===== src/hdl/tdc_pkg.sv =====
// Shared types and constants for the TTL duplicate-packet cache.
// Used by tdc_cmp and ttl_dedup_cache; no other dependencies.
package tdc_pkg;

  localparam int ID_W    = 64;
  localparam int TIME_W  = 32;
  localparam int TTL_W   = 16;
  localparam int MODE_W  = 2;
  localparam int IN_W    = 96;
  localparam int OUT_W   = 8;

  typedef enum logic [MODE_W-1:0] {
    MODE_CHECK = 2'd0,
    MODE_ADD   = 2'd1,
    MODE_PRUNE = 2'd2,
    MODE_NONE  = 2'd3
  } mode_t;

  // One table slot as it sits in the entry RAM.
  typedef struct packed {
    logic              valid;
    logic [TIME_W-1:0] stamp;
    logic [ID_W-1:0]   id;
  } entry_t;

  localparam int ENTRY_W = $bits(entry_t);

  // Result of comparing one slot against the item in flight.
  typedef struct packed {
    logic expired;
    logic match;
    logic older;
  } cmp_t;

endpackage


===== src/hdl/tdc_cmp.sv =====
// Shared compare unit: expiry test, ID match and eviction age compare for one slot.
// Depends on tdc_pkg.
module tdc_cmp
  import tdc_pkg::*;
(
  input  entry_t            ent,
  input  logic [TIME_W-1:0] now,
  input  logic [TTL_W-1:0]  ttl,
  input  logic [ID_W-1:0]   id,
  input  logic [TIME_W-1:0] best_t,
  output cmp_t              flags
);

  logic [TIME_W-1:0] age;

  // A negative age (slot stamped in the future) never counts as expired.
  assign age           = now - ent.stamp;
  assign flags.expired = !age[TIME_W-1] && (age > {{(TIME_W - TTL_W){1'b0}}, ttl});
  assign flags.match   = (ent.id == id);
  assign flags.older   = (ent.stamp < best_t);

endmodule

===== config.mk =====
export PLATFORM = sky130hd
export DESIGN_NAME = tdc_cmp
export DESIGN_NICKNAME = d
export VERILOG_FILES = /design/src/hdl/tdc_pkg.sv /design/src/hdl/tdc_cmp.sv
export SDC_FILE = /design/constraint.sdc
export NUM_CORES = 1
export LEC_CHECK = 0
export BUFFER_PORTS_ARGS = -buffer_cell sky130_fd_sc_hd__buf_2
export CORE_MARGIN = 10
export CORE_UTILIZATION = 30
export DETAILED_ROUTE_END_ITERATION = 8
export SYNTH_ARGS = -nofsm -noshare
export SYNTH_HDL_FRONTEND = slang
export SYNTH_SLANG_ARGS = --single-unit

===== constraint.sdc =====
create_clock -name vclk -period 8.7
set_input_delay 0 -clock vclk [all_inputs]
set_output_delay 0 -clock vclk [all_outputs]
set_load 0.02 [all_outputs]

Yosys cells after proc, flatten, opt, wreduce, memory -nomap -nowiden
Cells that the tools add are included.

word-level totals
  register bits = 0
  bits in latches = 0
  memory bits (writable) = 0
  memory bits (read-only) = 0
  input bits = 241
  output and inout bits = 3
  logic and storage cells = 6
  memories kept = 0

cells by class
  add/sub/neg operators = 1
  multipliers = 0
  div/mod/pow operators = 0
  order comparisons = 2
  eq/ne operators = 1
  shift-type cells = 0
  mux-type cells = 0
  bitwise gates (word level) = 0
  reduce and logical (&&, ||, !) cells = 2

operator list
  cell                                      number
  equality test 64 bit                      1
  greater-than comparator 32 x 16 -> 1 bit  1
  < comparator 32 bit                       1
  subtractor 32 bit                         1
  logical AND 1 bit                         1
  zero test 1 bit                           1

Depth between registers and ports, before layout
  depth in word-level cells = 3
  gate-level depth with buffers = 20
  mapped depth without buffers = 20

Worst setup path after synthesis
Ideal clock, no wire load.

  kind = in2out
  start point = input ent[65] (netlist bit)
  end point = output flags[2] (netlist bit)
  data arrival time = 3.448 ns
  data required time = 8.700 ns
  setup slack = 5.252 ns
  stages on the path = 18
  path buffers = 0
  cell sequence = inv_1 > ha_1 > nor2b_1 > o2111ai_1 > and3_1 > o21ai_0 > a221o_1 > a21oi_1 > o21ai_0 > xor2_1 > ha_1 > and4_1 > a221oi_1 > a21oi_1 > a2111oi_0 > nand4_1 > nor4_1 > a41oi_1

RTL lines
  element             RTL line       source
  start: declaration  tdc_cmp.sv:6   input entry_t ent,
  end: declaration    tdc_cmp.sv:11  output cmp_t flags

==> metrics.md <==
| Metric | Value |
|---|---|
| Most common cell after layout, fill and taps aside | buf_2 |
| Pwr Total | 296 µW |
| Reg power frac | 0 |
| ANT nets after route | 0 |
| Post-route cell area | around 0.005 mm² |
| Nets@finish | about 1100 |
| Largest area contributor in the netlist | ha_1 |
| CLK BUF | 0 |
| Initial core utilization | 0.309 |
| Crit start category | input port |
| # Max-Cap Violations | 0 |
| Die Y-Extent | approximately 130 µm |
| Num ports | ~240 |
| RSZ-0062 raised after global routing | false |
| Status | completed |
| Psw | 153 µW |
| Vias per cell | between 4 and 5 |
| Total grt overflow | 0 |
| Drt drc | 0 |
| WHS Path Cells | 6 |
| WL/cell | approximately 15 µm |
| Worst Hold Class | in -> out |
| Post-CTS Setup Repair Bufs | 0 |
| Synthesized cell area | between 0.003 and 0.004 mm² |
| CP Max Fanout | 3 |
| Share of layout cells above drive strength 1 | 0.344 |
| Slew Viols, Final | 0 |
| CTS Hold Buffers Added | 0 |
| Lkg Pwr | slightly below 0.003 µW |
| Crit path arrival time | 4100 ps |
| Top cells by area, synth | ha_1, xor2_1, inv_1 |
| DIE AREA | ~0.017 mm² |
| Pwr dens | approximately 58 mW/mm² |
| Vias in the first global route | 4701 |
| Crit path buf inv count | 3 |
| DRT iter0 DRCs | approximately 140 |
| Total wire length | ~14000 µm |
| Slowest stage delay, CP | 410 ps |
| Area grow syn2layout | 37.0% |
| Initial antenna violation count | 4 |
| Relative slew slack | 0.561 |
| Clock power frac | 0 |
| Achievable frequency | 244 MHz |
| Distinct cells, synth | roughly 50 |
| Synthesized instance count | ~520 |
| Final setup fails | 0 |
| Crit-path slowest cell | a2111oi_0 |
| Global-route wire length before repair | approximately 23000 µm |
| Hold Path Sink | flags[1] |
| Mapped Nets | around 840 |
| Worst-Margin Slew | between 600 and 700 ps |
| Crit share post-route | 0.471 |
| Sw frac | 0.515 |
| Die width | 131 µm |
| Worst vdd ir | about 17 µV |
| Logic pwr share | 1.000 |
| Commonest non-fill, non-tap cells in the layout | buf_2, inv_1, ha_1 |
| Via count | roughly 4300 |
| DP Wirelength | 13600 µm |
| # port buffers | ~240 |
| Gr usage total | 0.154 |
| Internal power | 144 µW |
| Avg Cell Area, Syn | about 7 µm² |
| Num sequential | 0 |
| DP Area | 0.00509 mm² |
| Area of the multi-input gates | around 0.0033 mm² |
| Sequential-to-total area share from yosys stat | 0 |
| # fillers | 1310 |
| Critical path class | in -> out |
| # resized after CTS | 0 |
| CP required | ~8700 ps |
| # rows | 40 |
| Pin count of the biggest net entering global routing | 10 |
| Drt pass-1 iters | 4 |
| Sequential cell area | 0 µm² |
| Worst path cell trace | buf_2, inv_1, ha_1, nor2b_1, o2111ai_1, and3_1, o21ai_0, a221o_1, a21oi_1, o21ai_0, xor2_1, ha_1, and4_1, a221oi_1, a21oi_1, a2111oi_0, nand4_1, nor4_1, a41oi_1, buf_2 |
| Routability cong. | ~0.90 |
| Synthesis Warnings | 0 |
| Worst hold start | id[16] |
| Critical path's top delay family | compound AO/OA/AOI/OAI gates |
| CORE AREA | between 0.01 and 0.015 mm² |
| Final Hold Vio Count | 0 |
| Post-synth top area share | 0.262 |
| Setup TNS Final | 0 ps |
| Final Critical Period | between 4000 and 5000 ps |
| Worst setup EP type | output port |
## synthesized netlist by cell type (all sizes together)
library cell  number
a2111oi            4
a211o              1
a211oi             6
a21boi             1
a21o              26
a21oi             43
a221o              2
a221oi             3
a222oi             1
a311o              2
a31o               4
a31oi              6
a41oi              2
and2               1
and3               5
and4               4
buf                5
clkbuf             2
fa                 1
ha                78
inv               87
mux2               1
nand2             22
nand2b             9
nand3             12
nand4             17
nor2              22
nor2b              7
nor3               6
nor4              20
o2111ai            3
o211ai             3
o21a               2
o21ai             18
o221ai             1
o311ai             1
o31ai              2
xnor2             15
xor2              71
## cells by family after synthesis
kind of cell,after synthesis,share of synthesized area
compound gates,131,0.239
simple gates,125,0.185
mux,1,0.00303
xor+xnor,86,0.202
buf+inv,94,0.103
fa+ha+maj,79,0.268
## worst max-delay path by stage
stage | to | slack, ps | depth (start not counted) | from
finish | flags[2] | 4600 | 20 | ent[65]
floorplan | flags[2] | 5250 | 18 | ent[65]
detailed placement | flags[2] | 4580 | 21 | ent[65]
CTS | flags[2] | 4570 | 21 | ent[65]
global placement | flags[2] | 4630 | 20 | ent[65]
global route | flags[2] | 4140 | 20 | ent[65]
## stage by stage
step                hold slack (ps)  utilization  setup WS (ps)  std cells
global route                    571        0.422           4140        921
finish                          534        0.423           4600        922
global placement                545        0.422           4630        920
CTS                             549        0.422           4570        920
detailed placement              547        0.422           4580        920
floorplan                       282            -           5250        516
## power groups by stage
stage | sequential (µW) | clock (µW) | combinational (µW)
final | 0 | 0.0000307 | 296
after CTS | 0 | 0 | 299
after global routing | 0 | 0.0000154 | 338
after floorplan | 0 | 0 | 194
after detailed placement | 0 | 0 | 296
after global placement | 0 | 0 | 295
## layer usage
metal	vias to the layer above	share of wire	track usage
li1	2321	-	-
met4	2	0.012	0.0155
met3	14	0.071	0.0427
met5	-	0.00077	0
met1	1825	0.38	0.157
met2	142	0.54	0.310
## layout make-up
class / instances / area share
repair buffers: 243 / 0.239
diodes: 2 / 0.000982
well taps: 168 / 0.0412
inverters: 87 / 0.0641
multi-input cells: 422 / 0.655
Power figures use the tool's default switching activity.
