==> src/hdl/tdc_ram.sv <==
// Generic single-write, single-read RAM with a registered read port.
// No dependencies.
module tdc_ram #(
  parameter int WIDTH = 8,
  parameter int DEPTH = 64
) (
  input  logic                                   clk,
  input  logic                                   we,
  input  logic [(DEPTH > 1 ? $clog2(DEPTH) : 1)-1:0] waddr,
  input  logic [WIDTH-1:0]                       wdata,
  input  logic [(DEPTH > 1 ? $clog2(DEPTH) : 1)-1:0] raddr,
  output logic [WIDTH-1:0]                       rdata
);

  logic [WIDTH-1:0] mem [DEPTH];

  always_ff @(posedge clk) begin
    if (we) begin
      mem[waddr] <= wdata;
    end
    rdata <= mem[raddr];
  end

endmodule

==> config.mk <==
export PLATFORM = sky130hd
export DESIGN_NAME = tdc_ram
export DESIGN_NICKNAME = d
export VERILOG_FILES = /design/src/hdl/tdc_ram.sv
export SDC_FILE = /design/constraint.sdc
export NUM_CORES = 1
export LEC_CHECK = 0
export CAP_MARGIN = 20
export CORE_UTILIZATION = 50
export DETAILED_ROUTE_END_ITERATION = 12
export DONT_BUFFER_PORTS = 1
export PLACE_DENSITY = 0.62
export SYNTH_ARGS = -nofsm -noshare
export SYNTH_HDL_FRONTEND = slang
export SYNTH_SLANG_ARGS = --single-unit
==> constraint.sdc <==
create_clock -name clk -period 2.55 [get_ports clk]
set_clock_uncertainty 0.1 [all_clocks]
set_input_delay 0.1275 -clock clk [delete_from_list [all_inputs] [get_ports clk]]
set_output_delay 0.1275 -clock clk [all_outputs]
set_load 0.005 [all_outputs]
# [After elaboration in Yosys (flattened, before gate mapping)]
# Memory sizes are Yosys's and may differ from the RTL's. A register that Yosys moved wholly into a read port is not among the register bits.
# Cells that the tools add are included.
[classes] mux=2
[op_table] cell="two-way mux 1 bit" n=2
[word_totals] reg_bits=0 ramBits=512 out_inout_bits=8 mem_count=1
[memory_table] name="mem" depth=64 word_bits=8 rd=1 rd_clocked_by_memory_dff=1 write_ports=1 line_no="15" text="logic [WIDTH-1:0] mem [DEPTH];"

# [Longest topological paths before layout]
# Gate-level depths: netlist of the first run.
[logic_depth] word_depth=2 depth_mapped=9 ltp_nobuf=5

# [Worst setup path after synthesis of the first run]
# No wires, ideal clock.
[synth_timing] kind="input -> register" start="input raddr[1] in the netlist's numbering" end="register rdata[3], read port of mem" setup_ns=0.128 arrival_ns=1.667 required_time_ns=2.322 setup_slack_ns=0.655 stages=7 n_path_buf=3 path_cell_list="buf_4 buf_2 buf_2 mux4_2 mux4_2 o21ai_1 o41ai_1"
[synth_rtl] item="from (decl)" line_no="11" text="input logic [(DEPTH > 1 ? $clog2(DEPTH) : 1)-1:0] raddr,"
[synth_rtl] item="to (decl)" line_no="12" text="output logic [WIDTH-1:0] rdata"

==> impl_results.md, run 1 <==
* Run status: finished, final reports clean
* Routed length per instance at 28.22 µm
* Setup Viol. Count Final at 0
* Worst setup margin at 0.08650 ns
* H-Tree Level Count at 2
* Top cells by area, synth: edfxtp_1 (76%), mux4_2 (14%), nor2_1 (1.5%), mux2i_1 (1.1%), dfxtp_1 (0.79%)
* Maximum fanout along the worst path at 1
* Minimum clock period after layout at about 2.5 ns
* Fin. Hold Viols at 0
* Max-slew violations at 0
* Via count at 9730
* Post-synth EDFFs at approximately 510
* I/O Buffers at 0
* Gate Count Post-Synth at 940
* Initial drt markers at 940
* Cell row count at 73
* Die width at 202.8 µm
* CTS sink count at 520
* Sequential cell area at 0.01553 mm²
* Remaining DRCs at 0
* PostCTS Resize Cnt at 0
* Rel. slew slack at 43.20%
* Most common cell in the netlist: edfxtp_1
* Via density at 6.014
* Hpwl dp at roughly 25000 µm
* CTS max path bufs at 3
* Measured slew at the worst slew-check pin at between 0.8 and 0.9 ns
* TNS Setup at 0 ns
* Core ar. at 0.03973 mm²
* Seq/Total Area, Yosys at between 70% and 80%
* Routed Antenna Nets at 0
* Clk slew on worst S/H paths at 0.06 ns
* Post-synth top area share at 76.24%
* Crit. End Element: flip-flop
* Die Ht at 202.8 µm
* Max frequency at ~410 MHz
* Multi-input logic area at 0.004315 mm²
* Yosys cell types at 40
* Final net count at 1073
* Root Buffer: clkbuf_16
* Crit path max-delay cell type: dlygate4sd3_1
* CP arrival at 2.81 ns
* Area grow syn2layout at 15.45%
* Pleak at 7.393 nW
* CTS tree: built
* Starting Density at 50.76%
* Critical setup path kind: reg2reg
* Die ar. at 0.04114 mm²
* Maxcap violations at 0
* CP cell instances: mux4_2 > mux2_2 > o22ai_1 > nand2_1 > dlygate4sd3_1 > o2bb2ai_1
* DP Worst Slack at 0.2598 ns
* Clock latency on the worst-skew pair at 0.59 ns
* Number of CTS-inserted buffers at 51
* Share of cells above drive strength 1 at 26.83%
* Synth area leader: edfxtp_1
* Synth Cell Area at 0.02017 mm²
* GRT Util Overall at between 20% and 30%
* Post-synth top cells: edfxtp_1 (512), mux4_2 (126), nor2_1 (83)
* Max rail drop VDD at 0.6050 mV
* Mean Syn Cell Area at approximately 21 µm²
* Synth Net Count at 962
* Fillers at 2902
* First-pass GRT wire length at around 67000 µm
* Grt ovf at 0
* Main synth FF type: edfxtp_1
* Vias in the first global route at 9897
* RSZ-0062 raised after global routing: no
* Final cycle utilization of the critical path at around 97%
* Gpl congestion at 0.8182
* Yosys Warn Count at 0
* Slowest Stage Delay on Critical Path at 0.59 ns
* Initial antenna violation count at 1
* Worst setup SP type: flip-flop
* Fraction of registers with async set or reset after synthesis at 0%
* Final WL at roughly 46000 µm
* Hold Path Class: in2reg
* WP data required at 2.90 ns
* Largest net degree at the start of global routing at 134
* First-pass iteration count of the detailed router at 5
* Flops & latches, synth at 520
* Number of I/O pins at 30
* PwrDens at roughly 770 mW/mm²
[routing by layer]
metal	vias to the layer above	track usage [%]	wire length [µm]
met3	82	3.804	2840
li1	4148	-	-
met5	-	0	0
met1	5175	33.39	19530
met4	0	9.372	1646
met2	325	35.49	21640
[registers in the layout, indices dropped and copies added, names as in the netlist]
register  cells
rdata         8
mem         512
[what timing repair did]
action,4_1_cts,5_1_grt
buffers inserted,0,0
endpoints found under the hold margin,607,0
hold buffers,39,0
[final cells by class]
type	count	share of cell area (%)
tap	525	2.821
sequential	520	66.72
antenna	1	0.01075
multi-input combinational	369	18.53
clock buffer	67	5.922
clock inverter	27	1.327
timing repair buffer	109	4.664
[where the power goes]
part	internal (W)	switching, W
Combinational	0.000357	0.000396
Sequential	0.00946	0.0000364
Clock	0.00451	0.00308
Total	0.0143	0.00351
[layout by cell type (no fill, tap or decap), types with 3 or more instances in the layout]
cell,synthesis,final
edfxtp_1,512,512
mux4_2,126,126
nor2_1,83,83
buf_4,13,70
clkbuf_16,0,53
dlygate4sd3_1,0,28
mux2i_1,23,23
nand2_1,19,19
nor2b_1,14,14
clkbuf_1,17,14
mux2_2,13,13
nand3_1,13,13
clkinv_1,0,9
o221ai_1,8,8
o22ai_1,8,8
clkinv_2,0,8
buf_16,0,8
dfxtp_1,8,8
nand2b_1,7,7
nor3_1,7,7
bufinv_16,0,7
a221oi_1,6,6
a211oi_1,4,4
nand3b_1,3,3
a21oi_1,3,3
a22oi_1,3,3
o2111ai_1,3,3
o2bb2ai_1,3,3
buf_12,2,3
[logic make-up (layout without fill, tap and decap cells)]
group	after synthesis	in the layout	synth area share, %
AND/OR/NAND/NOR	153	153	3.387
buffers and inverters	51	203	1.570
multiplexers	162	162	15.94
AO/OA/AOI/OAI	54	54	2.072
other	0	1	0
flip-flops	520	520	77.03
[critical path, delay by kind of cell, from the launching register on]
kind                   cells  cell delay [ns]
AND/OR/NAND/NOR            1             0.11
multiplexers               2             0.78
buffers and inverters      1             0.59
flip-flops                 1             0.36
AO/OA/AOI/OAI              2             0.39
[worst paths after layout]
path / to / depth (start not counted) / slack [ns] / from
min: mem[7][5] / 3 / 0.02 / waddr[2]
max: rdata[0] / 6 / 0.09 / mem[29][0]
min reg2reg: rdata[6] / 3 / 0.74 / mem[31][6]
max reg2reg: rdata[0] / 6 / 0.09 / mem[29][0]
[per-stage QoR]
stage	instance area [µm²]	total power, W	instances	hold slack [ns]	utilization [%]
2_1_floorplan	20170	0.01016	940	0.1264	-
3_3_place_gp	21030	0.01017	1484	0.1297	52.94
3_5_place_dp	21030	0.01017	1484	0.1301	52.94
4_1_cts	23280	0.01798	1617	0.004170	58.60
5_1_grt	23280	0.01832	1618	0.01181	58.60
6_report	23280	0.01783	1618	0.01669	58.60
Note: power is estimated with default switching activity, not from simulation.
==> run 2: changes to the inputs <==
Settings changed: CTS_CLUSTER_DIAMETER set to 40, PLACE_DENSITY 0.62 to unset, PLACE_DENSITY_LB_ADDON set to 0.1.
==> run 2 against run 1 <==
  * Global-route usage rose by 0.095 points
  * Via count rose by 1.7%
  * First-iteration DRC count fell by 3.1%
  * Cell area rose by 2.8%
  * Register-to-register slack barely moved
  * Cell count rose by 1.9%
  * Highest routed layer unchanged
  * Largest power group is now clock
  * Clock power rose by 28%
==> impl_results.md, run 2 (same netlist as run 1, synthesis figures left out) <==
* Run status: finished, final reports clean
* CP cell instances: dlygate4sd3_1 > mux2_2 > o22ai_1 > dlygate4sd3_1 > nand2_1 > o2bb2ai_1
* Sequential power share at 47.6% (-5.6 points)
* I/O Buffers at 0 (unchanged)
* Switching fraction of total power at 20.82% (+1.1 points)
* Core ar. at 0.03973 mm² (unchanged)
* First-pass iteration count of the detailed router at 5 (unchanged)
* Clock latency on the worst-skew pair at 0.58 ns (about the same)
* Most frequent cells in the layout: edfxtp_1 (512), mux4_2 (126), nor2_1 (83)
* Grt ovf at 0 (unchanged)
* Max frequency at 402.5 MHz (-0.85%)
* Via density at 6.001 (-0.22%)
* Final cycle utilization of the critical path at 97.43% (+0.83 points)
* Max-slew violations at 0 (unchanged)
* Die width at 202.8 µm (unchanged)
* Routed length per instance at 27.89 µm (-1.1%)
* Number of I/O pins at 30 (unchanged)
* Hold Path Class: in2reg
* Commonest non-fill, non-tap cell in the layout: edfxtp_1
* First-pass GRT wire length at 67550 µm (+0.71%)
* R2R Path Start: mem[29][0]
* Critical setup path kind: in2reg
* Worst Hold Endpoint: mem[5][6]
* Fillers at 2822 (-2.8%)
* Clk slew on worst S/H paths at 0.06 ns (about the same)
* Pleak at 7.695 nW (+4.1%)
* WP data required at 2.87 ns (-0.03 ns)
* Crit. End Element: flip-flop
* Max rail drop VDD at 0.5393 mV (-11%)
* PwrDens at 833.6 mW/mm² (+8.8%)
* N_diodes at 0 (-1)
* Gpl congestion at 0.7990 (-2.3%)
* Final net count at 1087 (+1.3%)
* Hpwl dp at 25590 µm (+2.1%)
* Largest register FFs at 512 (unchanged)
* CTS sink count at 520 (unchanged)
* Root Buffer: clkbuf_16
* Rel. slew slack at 34.33% (-8.9 points)
* Stages on worst setup path at 6 (unchanged)
* Cell row count at 73 (unchanged)
* Routed Antenna Nets at 0 (unchanged)
* Combinational fraction of design power at 3.8% (-0.4 points)
* Setup Viol. Count Final at 0 (unchanged)
* Internal power at 0.01579 W (+10%)
* RSZ-0062 raised after global routing: no
* Worst path bufs/invs at 2 (+1)
* Sw power at 0.004152 W (+18%)
* GRT Util Overall at 23.21% (+0.095 points)
* Fin. Hold Viols at 0 (unchanged)
* Initial drt markers at 911 (-3.1%)
* Number of CTS-inserted buffers at 71 (+39%)
* Vias in the first global route at 10.17k (+2.8%)
* CTS max path bufs at 3 (unchanged)
* Clock power share at 48.6% (+6.1 points)
* Area grow syn2layout at 18.64%
* Final WL at 45990 µm (+0.75%)
* Worst reg-to-reg setup slack at 0.09 ns (about the same)
* Reg with most FFs: mem
* Maximum fanout along the worst path at 32 (+31)
* Maxcap violations at 0 (unchanged)
* CP arrival at 2.81 ns (about the same)
* Hold path depth at 2 (-1)
* Area after DPL at 0.02102 mm² (about the same)
* Slowest Stage Delay on Critical Path at 1.16 ns (+0.57 ns)
* Via count at 9895 (+1.7%)
* Share of cells above drive strength 1 at 29.89% (+3.1 points)
* Initial antenna violation count at 0 (-1)
* Final core utilization at 60.22% (+1.6 points)
* Hold_sp: we
* Final Cell Area at 0.02393 mm² (+2.8%)
* Worst setup SP type: input port
* Top Family by Delay on Critical Path: buffers and inverters
* Minimum clock period after layout at 2.485 ns (+0.02109 ns)
* Most frequent CP cell: dlygate4sd3_1
* Die ar. at 0.04114 mm² (unchanged)
* Crit path max-delay cell type: dlygate4sd3_1
* TNS Setup at 0 ns (unchanged)
* Top flop regs: mem: 512 flops, rdata: 8 flops
* Remaining DRCs at 0 (unchanged)
* Starting Density at 50.76% (unchanged)
* CTS tree: built
* Worst r2r dst: rdata[0]
* Largest net degree at the start of global routing at 138 (+3.0%)
* Cell count of the worst reg-to-reg path at 6 (unchanged)
* Measured slew at the worst slew-check pin at 0.9602 ns (+0.1112 ns)
* H-Tree Level Count at 3 (+1)
* Die Ht at 202.8 µm (unchanged)
run 2: worst max-delay path by stage:
| stage | start | to | slack, ns |
|---|---|---|---|
| after global routing | raddr[3] | rdata[0] | 0.02 |
| after global placement | mem[3][5] | rdata[5] | 0.07 |
| after CTS | mem[3][5] | rdata[5] | 0.05 |
| after detailed placement | mem[3][5] | rdata[5] | 0.08 |
| final | raddr[3] | rdata[0] | 0.07 |
| after floorplan | raddr[1] | rdata[3] | 0.65 |
run 2: power groups by stage:
stage / combinational, W / clock, W / sequential (W)
after floorplan: 0.000504 / 0 / 0.00966
after global placement: 0.000495 / 0 / 0.00967
after detailed placement: 0.000499 / 0 / 0.00967
after CTS: 0.000749 / 0.00986 / 0.00949
after global routing: 0.000792 / 0.0102 / 0.00949
final: 0.000751 / 0.00970 / 0.00949
run 2: what timing repair did:
item	4_1_cts	5_1_grt
resized for setup	0	1
hold buffers	34	0
buffers inserted	0	0
setup endpoints to repair	0	1
hold endpoints to repair	602	0
run 2: metal layers:
metal | GRT usage (%) | vias up | routed length [µm]
met4 | 8.539 | 0 | 1260
met3 | 5.185 | 85 | 3288
met1 | 32.10 | 5221 | 19190
met5 | 0 | - | 0
li1 | - | 4217 | -
met2 | 36.51 | 372 | 22260
run 2: metrics by stage:
step | cells | worst slack [ns] | total power, W | hold slack (ns)
CTS | 1648 | 0.04832 | 0.02010 | 0.00006206
detailed placement | 1482 | 0.08323 | 0.01017 | 0.1290
global placement | 1482 | 0.06571 | 0.01016 | 0.1301
global route | 1649 | 0.01875 | 0.02048 | 0.02527
finish | 1649 | 0.06541 | 0.01994 | 0.02679
floorplan | 940 | 0.6548 | 0.01016 | 0.1264
run 2: cell type report:
cell class / instances / area (µm²) / share of cell area (%)
well taps: 525 / 656.9 / 2.745
clock inverters: 47 / 434.2 / 1.815
flip-flops and latches: 520 / 15530 / 64.93
multi-input cells: 369 / 4317 / 18.04
repair buffers: 103 / 1028 / 4.299
clock buffers: 85 / 1956 / 8.173
==> run 3: changes to the inputs <==
Clock period 2.55 ns to 3 ns, I/O delays scaled along.
==> run 3 against run 2 <==
  * Highest routed layer unchanged
  * Die area unchanged
  * Via count down 1.3%
  * First-iteration DRC count down 7.5%
  * Largest cell class unchanged
  * Clock-buffer cell count down 8
  * Largest power group is now sequential cells
  * Combinational power down 18%
  * Critical path depth down 1
  * Hold slack about the same
  * Global-route usage down 0.36 points
  * Clock power down 22%
==> impl_results.md, run 3 (same netlist as run 1, synthesis figures left out) <==
* Run status: finished, final reports clean
* Max rail drop VDD at 0.4664 mV (-14%)
* Final cycle utilization of the critical path at 92.73%
* Commonest non-fill, non-tap cell in the layout: edfxtp_1
* Hpwl dp at 25380 µm (-0.79%)
* Measured slew at the worst slew-check pin at 1.026 ns (+0.06579 ns)
* CTS max path bufs at 3 (unchanged)
* Top flop regs: mem: 512 flops, rdata: 8 flops
* Root Buffer: clkbuf_16
* First-pass GRT wire length at 66870 µm (-1.0%)
* Final WL at 45300 µm (-1.5%)
* Number of CTS-inserted buffers at 66 (-7.0%)
* Core ar. at 0.03973 mm² (unchanged)
* CTS tree: built
* Largest register FFs at 512 (unchanged)
* Die width at 202.8 µm (unchanged)
* Starting Density at 50.76% (unchanged)
* PwrDens at 694.2 mW/mm² (-17%)
* Via count at 9770 (-1.3%)
* Fin cells at 1608 (-2.5%)
* Reg with most FFs: mem
* CTS sink count at 520 (unchanged)
* Routed wl met3 at 3557 µm (+8.2%)
* Cell row count at 73 (unchanged)
* WP data required at 3.36 ns (+0.49 ns)
* Post-CTS Setup Inserts at 0 (unchanged)
* Worst setup margin at 0.2181 ns (+0.1527 ns)
* Clk slew on worst S/H paths at 0.05 ns (about the same)
* Cell count of the worst reg-to-reg path at 5 (-1)
* Via density at 6.076 (+1.3%)
* Die ar. at 0.04114 mm² (unchanged)
* Vias in the first global route at 10.02k (-1.5%)
* Crit. End Element: flip-flop
* Area after DPL at 0.02084 mm² (-0.86%)
* Routed length per instance at 28.17 µm (+1.0%)
* TNS Setup at 0 ns (unchanged)
* Die Ht at 202.8 µm (unchanged)
* I/O Buffers at 0 (unchanged)
* Share of cells above drive strength 1 at 27.17% (-2.7 points)
* Rel. slew slack at 29.83% (-4.5 points)
* Hold path depth at 3 (+1)
* Maxcap violations at 0 (unchanged)
* Met2 wire len at 22040 µm (-0.97%)
* Initial antenna violation count at 1 (+1)
* Number of instances in the placed design at 1458 (-1.6%)
* GRT Util Overall at 22.85% (-0.36 points)
* RSZ-0062 raised after global routing: no
* CP arrival at 3.14 ns (+0.33 ns)
* Routed Antenna Nets at 0 (unchanged)
* Metal-1 WL at 18500 µm (-3.6%)
* PostCTS Resize Cnt at 0 (unchanged)
* DP Worst Slack at 0.5333 ns (+0.4500 ns)
* Setup Viol. Count Final at 0 (unchanged)
* Area grow syn2layout at 16.11%
* Final Cell Area at 0.02342 mm² (-2.1%)
* Most frequent cells in the layout: edfxtp_1 (512), mux4_2 (126), nor2_1 (83)
* Worst setup SP type: flip-flop
* Initial drt markers at 843 (-7.5%)
* Maximum fanout along the worst path at 1 (-97%)
* Hold WS at 0.02671 ns (-0.00008110 ns)
* Remaining DRCs at 0 (unchanged)
* First-pass iteration count of the detailed router at 5 (unchanged)
* Max-slew violations at 0 (unchanged)
* Minimum clock period after layout at 2.782 ns
* Largest net degree at the start of global routing at 138 (unchanged)
* Final net count at 1054 (-3.0%)
* Critical setup path kind: reg2reg
* Hold Path Class: in2reg
* Max frequency at 359.5 MHz
* Gpl congestion at 0.8181 (+2.4%)
* Pleak at 7.430 nW (-3.4%)
* Grt ovf at 0 (unchanged)
* Fin. Hold Viols at 0 (unchanged)
* Clock latency on the worst-skew pair at 0.58 ns (about the same)
* Number of I/O pins at 30 (unchanged)
* H-Tree Level Count at 3 (unchanged)
* Top Metal Used: met4
## run 3: cell types whose count changed in the layout (fill, tap and decap cells not counted), moves of 2 or more
cell / delta
clkbuf_16: -7
inv_6: +2
clkinvlp_4: -6
inv_8: -3
buf_4: -24
dlygate4sd3_1: -2
clkbuf_8: -2
## run 3: worst max-delay path, cell delays in order (launching register included)
cell	delay, ns
edfxtp_1	0.37
mux4_2	0.49
mux2_2	0.30
a221oi_1	0.69
o2bb2ai_1	0.14
dlygate4sd3_1	0.58
## run 3: final timing paths
path	from	endpoint	slack, ns
max	mem[46][0]	rdata[0]	0.22
min reg2reg	mem[4][7]	rdata[7]	0.93
max reg2reg	mem[46][0]	rdata[0]	0.22
min	raddr[4]	rdata[7]	0.03
## run 3: where the power goes
part | leakage (nW) | internal [W] | switching (W)
sequential | 4.67 | 0.00804 | 0.0000262
clock | 1.04 | 0.00459 | 0.00298
combinational | 1.72 | 0.000293 | 0.000326
## run 3: area by class of cell
type | count | area [µm²]
antenna | 1 | 2.502
fill | 2884 | 16320
sequential | 520 | 15530
tap | 525 | 656.9
multi-input combinational | 369 | 4315
clock buffer | 77 | 1757
clock inverter | 41 | 369.1
timing repair buffer | 75 | 780.7
## run 3: per-layer routing
layer  up-vias  track usage, %
met5         -               0
met4         0           8.029
met3        81           5.297
met2       397           36.13
met1      5161           31.47
li1       4131               -
## run 3: through the flow
step / power (W) / util, %
final: 0.01626 / 58.94
after global routing: 0.01671 / 58.93
after CTS: 0.01638 / 58.95
after detailed placement: 0.008640 / 52.45
after global placement: 0.008632 / 52.45
after floorplan: 0.008637 / -
## run 3: what timing repair did
item / in CTS / in global routing
endpoints found under the hold margin: 586 / 0
hold buffers: 32 / 0
endpoints found under the setup margin: 0 / 1
